File: config.mk
export PLATFORM = sky130hd
export DESIGN_NAME = joystick_conveyor_mode_controller
export DESIGN_NICKNAME = d
export VERILOG_FILES = /design/src/hdl/jcm_pkg.sv /design/src/hdl/jcm_scale.sv /design/src/hdl/jcm_ctrl.sv /design/src/hdl/joystick_conveyor_mode_controller.sv
export SDC_FILE = /design/constraint.sdc
export NUM_CORES = 1
export LEC_CHECK = 0
export BUFFER_PORTS_ARGS = -buffer_cell sky130_fd_sc_hd__buf_2
export CAP_MARGIN = 30
export CORE_MARGIN = 2
export CORE_UTILIZATION = 61
export CTS_CLUSTER_DIAMETER = 100
export DETAILED_ROUTE_END_ITERATION = 10
export PLACE_DENSITY_LB_ADDON = 0.25
export SYNTH_ARGS = -nofsm -noshare
export SYNTH_HDL_FRONTEND = slang
export SYNTH_SLANG_ARGS = --single-unit
export TNS_END_PERCENT = 50
File: constraint.sdc
create_clock -name clk -period 13.4 [get_ports clk]
set_clock_uncertainty 0.15 [all_clocks]
set_input_delay 0.67 -clock clk [delete_from_list [all_inputs] [get_ports clk]]
set_output_delay 0.67 -clock clk [all_outputs]
set_load 0.005 [all_outputs]
File: src/hdl/jcm_pkg.sv
// Package: types, codes and icon patterns for the conveyor mode controller.
package jcm_pkg;

  typedef enum logic [1:0] {
    MODE_INACTIVE = 2'd0,
    MODE_ARMED    = 2'd1,
    MODE_MANUAL   = 2'd2,
    MODE_CONSTANT = 2'd3
  } mode_t;

  localparam logic [1:0] KIND_TICK  = 2'd0;
  localparam logic [1:0] KIND_CLICK = 2'd1;
  localparam logic [1:0] KIND_LONG  = 2'd2;

  localparam logic [63:0] ICON_INACTIVE = 64'h0000_007E_7E00_0000;
  localparam logic [63:0] ICON_ARMED    = 64'h1818_1818_1800_1818;
  localparam logic [63:0] ICON_FORWARD  = 64'h0010_307E_7E30_1000;
  localparam logic [63:0] ICON_REVERSE  = 64'h0008_0C7E_7E0C_0800;

  // Reciprocal of 100 scaled by 2^22, rounded up.
  localparam logic [15:0] RECIP_100 = 16'd41944;
  localparam logic [6:0]  DEAD_ZONE_RESET = 7'd10;

  typedef struct packed {
    logic [1:0] kind;
    logic [9:0] joystick_raw;
  } jcm_in_t;

  typedef struct packed {
    logic        drive_forward;
    logic        drive_reverse;
    logic [7:0]  pwm_duty;
    logic        display_write;
    logic [63:0] display_rows;
  } jcm_out_t;

  // Scaled joystick sample with its magnitude and matching duty.
  typedef struct packed {
    logic signed [7:0] joy;
    logic [6:0]        mag;
    logic [7:0]        duty;
  } jcm_joy_t;

  function automatic logic [63:0] icon_rows(mode_t m, logic neg);
    logic [63:0] rows;
    unique case (m)
      MODE_INACTIVE: rows = ICON_INACTIVE;
      MODE_ARMED:    rows = ICON_ARMED;
      default:       rows = neg ? ICON_REVERSE : ICON_FORWARD;
    endcase
    return rows;
  endfunction

endpackage

File: src/hdl/jcm_scale.sv
// Joystick scaling: raw sample to -100..100, magnitude and PWM duty.
module jcm_scale
  import jcm_pkg::*;
(
  input  logic [9:0] raw,
  output jcm_joy_t   joy_o
);

  logic [17:0] prod;
  logic [7:0]  q_est;
  logic [10:0] rem;
  logic [7:0]  q;
  logic signed [7:0] joy;
  logic [6:0]  mag;
  logic [14:0] mag255;
  logic [30:0] duty_prod;

  // raw*200, then floor divide by 1023 via x>>10 plus one correction step
  assign prod   = {1'b0, raw, 7'b0} + {2'b0, raw, 6'b0} + {5'b0, raw, 3'b0};
  assign q_est  = prod[17:10];
  assign rem    = {1'b0, prod[9:0]} + {3'b0, q_est};
  assign q      = q_est + {7'b0, (rem >= 11'd1023)};
  assign joy    = $signed(q - 8'd100);
  assign mag    = joy[7] ? 7'(-joy) : joy[6:0];
  assign mag255 = {mag, 8'b0} - {8'b0, mag};
  assign duty_prod = {16'b0, mag255} * {15'b0, RECIP_100};

  assign joy_o.joy  = joy;
  assign joy_o.mag  = mag;
  assign joy_o.duty = duty_prod[29:22];

endmodule

File: src/hdl/jcm_ctrl.sv
// Mode state machine, motor command state and result register.
module jcm_ctrl
  import jcm_pkg::*;
(
  input  logic       clk,
  input  logic       rst_n,
  input  logic       cfg_we,
  input  logic [6:0] cfg_dz,
  input  logic       item_valid,
  input  logic [1:0] item_kind,
  input  jcm_joy_t   item_joy,
  output logic       advance,
  output logic       out_valid,
  input  logic       out_ready,
  output jcm_out_t   out_data
);

  mode_t             mode_r, mode_nxt;
  mode_t             shown_mode_r, shown_mode_nxt;
  logic              shown_neg_r, shown_neg_nxt;
  logic signed [7:0] speed_r, speed_nxt;
  logic [7:0]        duty_r, duty_nxt;
  logic [6:0]        dz_r;
  logic              out_valid_r;
  jcm_out_t          out_r, res;
  logic              centered;
  logic              sign_chg;

  assign advance   = item_valid && (!out_valid_r || out_ready);
  assign out_valid = out_valid_r;
  assign out_data  = out_r;
  assign centered  = (item_joy.mag <= dz_r);

  always_comb begin
    mode_nxt       = mode_r;
    speed_nxt      = speed_r;
    duty_nxt       = duty_r;
    shown_mode_nxt = shown_mode_r;
    shown_neg_nxt  = shown_neg_r;
    sign_chg       = 1'b0;
    res            = '0;
    unique case (item_kind)
      KIND_TICK: begin
        unique case (mode_r)
          MODE_INACTIVE: begin
            speed_nxt = '0;
            duty_nxt  = '0;
          end
          MODE_ARMED: begin
            speed_nxt = '0;
            duty_nxt  = '0;
            if (!centered) mode_nxt = MODE_MANUAL;
          end
          MODE_MANUAL: begin
            if (centered) begin
              speed_nxt = '0;
              duty_nxt  = '0;
              mode_nxt  = MODE_ARMED;
            end else begin
              speed_nxt = item_joy.joy;
              duty_nxt  = item_joy.duty;
            end
          end
          MODE_CONSTANT: begin
          end
          default: begin
          end
        endcase
        sign_chg = ((mode_nxt == MODE_MANUAL) || (mode_nxt == MODE_CONSTANT)) &&
                   (speed_nxt[7] != shown_neg_r);
        if ((mode_nxt != shown_mode_r) || sign_chg) begin
          res.display_write = 1'b1;
          res.display_rows  = icon_rows(mode_nxt, speed_nxt[7]);
          shown_mode_nxt    = mode_nxt;
          shown_neg_nxt     = speed_nxt[7];
        end
      end
      KIND_CLICK: begin
        if (mode_r == MODE_MANUAL) mode_nxt = MODE_CONSTANT;
        else if (mode_r == MODE_CONSTANT) mode_nxt = MODE_MANUAL;
      end
      KIND_LONG: begin
        if (mode_r == MODE_INACTIVE) begin
          mode_nxt = MODE_ARMED;
        end else begin
          speed_nxt = '0;
          duty_nxt  = '0;
          mode_nxt  = MODE_INACTIVE;
        end
      end
      default: begin
      end
    endcase
    res.drive_forward = !speed_nxt[7] && (speed_nxt != 8'sd0);
    res.drive_reverse = speed_nxt[7];
    res.pwm_duty      = duty_nxt;
  end

  always_ff @(posedge clk) begin
    if (!rst_n) begin
      mode_r       <= MODE_INACTIVE;
      shown_mode_r <= MODE_ARMED;
      shown_neg_r  <= 1'b0;
      speed_r      <= '0;
      duty_r       <= '0;
      dz_r         <= DEAD_ZONE_RESET;
      out_valid_r  <= 1'b0;
    end else begin
      if (cfg_we) dz_r <= cfg_dz;
      if (advance) begin
        mode_r       <= mode_nxt;
        shown_mode_r <= shown_mode_nxt;
        shown_neg_r  <= shown_neg_nxt;
        speed_r      <= speed_nxt;
        duty_r       <= duty_nxt;
        out_valid_r  <= 1'b1;
      end else if (out_ready) begin
        out_valid_r  <= 1'b0;
      end
    end
  end

  always_ff @(posedge clk) begin
    if (advance) out_r <= res;
  end

endmodule

File: src/hdl/joystick_conveyor_mode_controller.sv
// Conveyor motor mode controller (inactive, armed, manual, constant) driven
// by joystick ticks and button clicks. Each event transfer yields one result
// transfer: H-bridge direction, PWM duty and an optional 8x8 icon rewrite.
// Takes one event per cycle while the result output is not stalled. An input
// transfer reaches the result through joystick scaling ahead of the input
// register, then mode logic ahead of the result register. Dead zone is
// written through the cfg port, always ready, and resets to 10.
module joystick_conveyor_mode_controller
  import jcm_pkg::*;
(
  input  logic       clk,
  input  logic       rst_n,
  input  logic       cfg_valid,
  output logic       cfg_ready,
  input  logic [6:0] cfg_data,
  input  logic       in_valid,
  output logic       in_ready,
  input  jcm_in_t    in_data,
  output logic       out_valid,
  input  logic       out_ready,
  output jcm_out_t   out_data
);

  logic       s1_valid_r;
  logic [1:0] s1_kind_r;
  jcm_joy_t   s1_joy_r;
  jcm_joy_t   joy;
  logic       advance;

  assign cfg_ready = 1'b1;
  assign in_ready  = !s1_valid_r || advance;

  jcm_scale u_scale (
    .raw   (in_data.joystick_raw),
    .joy_o (joy)
  );

  always_ff @(posedge clk) begin
    if (!rst_n) begin
      s1_valid_r <= 1'b0;
    end else if (in_ready) begin
      s1_valid_r <= in_valid;
    end
  end

  always_ff @(posedge clk) begin
    if (in_valid && in_ready) begin
      s1_kind_r <= in_data.kind;
      s1_joy_r  <= joy;
    end
  end

  jcm_ctrl u_ctrl (
    .clk        (clk),
    .rst_n      (rst_n),
    .cfg_we     (cfg_valid && cfg_ready),
    .cfg_dz     (cfg_data),
    .item_valid (s1_valid_r),
    .item_kind  (s1_kind_r),
    .item_joy   (s1_joy_r),
    .advance    (advance),
    .out_valid  (out_valid),
    .out_ready  (out_ready),
    .out_data   (out_data)
  );

endmodule

Word level (Yosys, flattened, before mapping)
Cells that the tools add are included.

word-level totals
  input bits = 24
  bits in registers = 130
  logic and storage cells = 82
  output and inout port bits = 78

cells by class
  multipliers = 1
  mux-type cells = 23
  equal/unequal tests = 11
  add/subtract/negate cells = 7
  reduce and logical (&&, ||, !) cells = 21
  order comparisons = 2

operators by type and width
  cell                    count
  $pmux 64 s2             1
  $mux 65                 1
  $pmux 8 s2              4
  $mux 53                 1
  $mux 8                  5
  $mul 15x13->27 const B  1
  $add 17x16->18          1
  $add 18x13->18          1
  $sub 15x7->15           1
  $add 10x8->11           1
  $ge 11x10->1 const B    1
  $eq 2x2->1 const B      5
  $mux 2                  5
  $add 8x1->8             1
  $reduce_bool 8->1       1
  $sub 8x7->8 const B     1
  $le 7x7->1              1
  $mux 7                  1
  $neg 7->7               1
  $eq 2x1->1 const B      3
  $logic_not 2->1         3
  $pmux 2 s3              1
  $reduce_and 3->1        2
  $logic_and 1x1->1       4
  other kinds (11)        18

Depth between registers and ports, before layout
  depth after elaboration = 10
  gate-level depth with buffers = 50
  mapped depth without buffers = 49

Modules after synthesis
A second synthesis with hierarchy kept.

unflattened totals
  cells, all modules = 936
  area, all modules = 9212.6 um2

by module, submodules not included
  module                             instances  cells each  seq. area each (um2)  area each (um2)
  jcm_scale                          1          603         0.0                   5489.0
  jcm_ctrl                           1          301         1121.1                2904.0
  joystick_conveyor_mode_controller  1          32          770.7                 819.5

Worst setup path before layout
No wires, ideal clock.

  path kind = input port to flip-flop
  start point = input in_data[0] in the netlist's numbering
  end point = register s1_joy_r[7] in the netlist's numbering, data pin
  setup time = 258 ps
  buffers on the path = 2
  arrival = 11683 ps
  data required time = 12992 ps
  stages = 45
  setup slack = 1309 ps
  cells stage by stage = fa_1 -> ha_1 -> fa_1 -> a211oi_2 -> o21ai_0 -> and3b_1 -> nor2_2 -> inv_2 -> ha_1 -> a21oi_1 -> nor2_1 -> o21ai_0 -> o21ai_0 -> o21ai_0 -> nor2_1 -> o31ai_1 -> a21oi_1 -> ha_1 -> [... 9 more ...] -> inv_1 -> fa_1 -> inv_1 -> fa_1 -> fa_1 -> inv_1 -> fa_1 -> inv_1 -> ha_1 -> a21oi_1 -> a21oi_1 -> a211oi_1 -> o21ai_0 -> a31oi_1 -> o21ai_0 -> o41a_1 -> xnor2_1 -> xnor2_1

RTL lines
  item                    line                                     text
  start: declaration      joystick_conveyor_mode_controller.sv:18  input jcm_in_t in_data,
  end signal: assignment  joystick_conveyor_mode_controller.sv:49  s1_joy_r <= joy;
  end: declaration        joystick_conveyor_mode_controller.sv:26  jcm_joy_t s1_joy_r;

==> results_tabular.tex <==
\begin{tabular}{lr}
\hline
Metric & Value \\
\hline
\multicolumn{2}{l}{\textbf{Status}} \\
Run status & completed \\
\multicolumn{2}{l}{\textbf{STA}} \\
Number of endpoints failing setup at the final stage & 0 \\
Ratio of final minimum period to clock period & 92.3\% \\
Normalized max-slew margin & 26.9\% \\
Final critical delay including setup and external delays & 12,370 ps \\
Timing-limited maximum frequency & between 80 and 90 MHz \\
Final total negative setup slack & 0 ps \\
Number of max-slew violations in the final report & 0 \\
Setup repair after global routing missed its margin & no \\
Final hold viol count & 0 \\
Worst Tran Pin Value & approximately 1100 ps \\
\multicolumn{2}{l}{\textbf{Synth}} \\
Main synth FF type & sky130\_fd\_sc\_hd\_\_edfxtp\_1 \\
Post-synth top area share & between 10\% and 20\% \\
EDFF count, synth & 42 \\
Top area cells in the synthesized netlist & sky130\_fd\_sc\_hd\_\_ha\_1, sky130\_fd\_sc\_hd\_\_fa\_1, sky130\_fd\_sc\_hd\_\_edfxtp\_1 \\
Fraction of synthesis flops using an asynchronous set or reset pin & 0\% \\
Most area-hungry cell type in the Yosys netlist & sky130\_fd\_sc\_hd\_\_ha\_1 \\
Flip-flop and latch count after synthesis & 72 \\
Warnings from Yosys & 0 \\
Syn Area/Cell & 9.79 um\^{}2 \\
Post-Syn Area & slightly below 0.009 mm\^{}2 \\
Post-synthesis cell count & 898 \\
Distinct cell type count of the synthesized netlist & 88 \\
Sequential cell area fraction in the yosys report & 21.2\% \\
Most common library cells after synthesis & sky130\_fd\_sc\_hd\_\_inv\_1, sky130\_fd\_sc\_hd\_\_ha\_1, sky130\_fd\_sc\_hd\_\_fa\_1, sky130\_fd\_sc\_hd\_\_buf\_4, sky130\_fd\_sc\_hd\_\_edfxtp\_1 \\
Most frequent cell after synthesis & sky130\_fd\_sc\_hd\_\_inv\_1 \\
\multicolumn{2}{l}{\textbf{CTS}} \\
CTS tree & done \\
Clock input transition at the sequential cells of the worst setup and hold paths & 50 ps \\
CTS sink count & 72 \\
Root buffer cell & sky130\_fd\_sc\_hd\_\_clkbuf\_16 \\
CTS H-Tree Depth & 3 \\
Clock Latency Late Sink & 330 ps \\
Clock Tree Buf Depth & 2 \\
CTS Buf Count & 9 \\
\multicolumn{2}{l}{\textbf{Routing}} \\
Vias per Instance & roughly 5.4 \\
Routed via count & 6,092 \\
Routed WL per cell & 15.0 um \\
DRT antenna net count & 0 \\
Final routed wirelength across all metal layers & 16,900 um \\
First-pass DRT Iterations & 5 \\
DRT iter0 DRCs & between 200 and 300 \\
DR DRC count & 0 \\
\multicolumn{2}{l}{\textbf{Finish}} \\
Share of post-route cells with drive strength above 1 & 14.5\% \\
Synth-to-Final Area Change & 6.31\% \\
Post-route insts no fill & 1,129 \\
Post-layout util & between 60\% and 70\% \\
Antenna Diode Count & 0 \\
Net count reported at finish & about 1,200 \\
\multicolumn{2}{l}{\textbf{Critical path}} \\
Capture point of the critical path & s1\_joy\_r[7] \\
Startpoint of the worst-slack reg-to-reg timing path & s1\_joy\_r[9] \\
Crit Path Category & in -> reg \\
Peak per-stage delay on the critical path & $\sim$540 ps \\
Peak fanout along the critical path & 10 \\
Worst setup SP type & primary input \\
Endpoint required time on the critical path & 13,330 ps \\
Reg2Reg Depth & 11 \\
Endpoint of the most critical register-to-register path & u\_ctrl.out\_data[45] \\
Flop2flop setup slack & 9200 ps \\
Arrival time at the worst endpoint & roughly 12,000 ps \\
Startpoint of the worst setup timing path & in\_data[0] \\
Crit path max-delay cell type & sky130\_fd\_sc\_hd\_\_fa\_1 \\
Setup crit end kind & flip-flop \\
\multicolumn{2}{l}{\textbf{Floorplan}} \\
Die ar. & approximately 0.015 mm\^{}2 \\
Die outline width & 124 um \\
Initial Utilization & 62.8\% \\
Row Count & 43 \\
Die extent in y & 124 um \\
Floorplan Core Area & 0.0140 mm\^{}2 \\
Number of top-level pins & around 100 \\
\multicolumn{2}{l}{\textbf{GRT}} \\
Initial antenna violation count & 0 \\
Aggregate global routing overflow & 0 \\
Via count of the first global-routing pass & 5,821 \\
Tot GR Track Use & 23.3\% \\
Largest net degree at the start of global routing & 29 \\
Global-route wire length before repair & 28,200 um \\
\multicolumn{2}{l}{\textbf{Placement}} \\
Routability Congestion & 0.887 \\
Placed Instances & 1,113 \\
Number of buffer cells added on primary ports & 64 \\
Detailed Place HPWL & 14,400 um \\
\multicolumn{2}{l}{\textbf{Flow run}} \\
Max Cap Viol & 0 \\
\multicolumn{2}{l}{\textbf{Worst hold path}} \\
Worst hold path type & reg -> reg \\
\hline
\end{tabular}
-- kinds of logic (layout without fill, tap and decap cells) --
family                     Yosys count  count (layout)  synth area share (%)
AOI/OAI and AO/OA                  158             158                  13.2
xor gates and xnor gates            41              41                  4.63
adders and majority gates          212             212                  36.4
buffers and inverters              247             263                  13.3
DFF                                 72              72                  21.2
muxes                               16              16                  1.98
other                                2              37                0.0855
and+or+nand+nor                    150             150                  9.17
-- layer usage --
layer,up-vias,wire (um),global-route usage (%)
met2,170,8290,40.7
met3,24,593,2.34
met5,-,0,0
li1,3014,-,-
met1,2884,7760,31.0
met4,0,304,5.90
-- state kept, by name, indices dropped and copies added (netlist names) --
name,cells
s1_joy_r,22
s1_kind_r,2
s1_valid_r,1
u_ctrl.duty_r,8
u_ctrl.dz_r,7
u_ctrl.mode_r,2
u_ctrl.out_data,18
u_ctrl.out_valid,1
u_ctrl.shown_mode_r,2
u_ctrl.shown_neg_r,1
u_ctrl.speed_r,8
-- layout by cell type, fill, tap and decap left out, drive strengths merged, types with 8 or more instances in the layout --
| cell | n |
|---|---|
| edfxtp | 42 |
| mux2i | 11 |
| fa | 73 |
| xnor2 | 32 |
| inv | 174 |
| a22o | 10 |
| nand3 | 9 |
| conb | 37 |
| buf | 73 |
| ha | 139 |
| xor2 | 8 |
| nand2 | 40 |
| dfxtp | 30 |
| a21oi | 39 |
| o211ai | 9 |
| o21ai | 25 |
| a21o | 13 |
| clkbuf | 12 |
| nor2 | 43 |
| nor2b | 8 |
-- timing repair --
item | CTS | global route
endpoints found under the setup margin | 0 | 2
buffers inserted | 0 | 0
resized for setup | 0 | 3
hold buffers | 0 | 0
-- critical path, delay by kind of cell --
family / cells / cell delay [ps]
simple gates: 6 / 1080
compound gates: 19 / 4410
buf+inv: 6 / 680
xor+xnor: 4 / 980
fa+ha+maj: 12 / 4500
-- worst min path at each step --
stage                     slack [ps]               end             start  cells past startpoint
after floorplan                  290  u_ctrl.duty_r[0]  u_ctrl.duty_r[0]                      2
after global placement           290  u_ctrl.duty_r[7]  u_ctrl.duty_r[7]                      2
after detailed placement         300  u_ctrl.duty_r[7]  u_ctrl.duty_r[7]                      2
after CTS                        300  u_ctrl.duty_r[1]  u_ctrl.duty_r[1]                      2
after global routing             330  u_ctrl.duty_r[1]  u_ctrl.duty_r[1]                      2
final                            300  u_ctrl.duty_r[1]  u_ctrl.duty_r[1]                      2
-- layout make-up --
| type | instances | area [um^2] |
|---|---|---|
| inverters | 174 | 653 |
| clock buffers | 12 | 268 |
| repair buffers | 73 | 408 |
| clock inverters | 4 | 27.5 |
| well taps | 180 | 225 |
| flip-flops and latches | 72 | 1860 |
| fillers | 1146 | 4650 |
| multi-input cells | 614 | 5900 |
-- through the flow --
step                hold slack (ps)  setup slack [ps]  cell area, um^2
finish                          304              1030             9340
global route                    328              26.2             9340
CTS                             304               905             9330
detailed placement              296               566             9030
global placement                292               863             9010
floorplan                       286              1310             8920
Power is left out: the tool's default activity adds up to more than one toggle a clock period on the data nets, which glitch-free logic cannot reach.
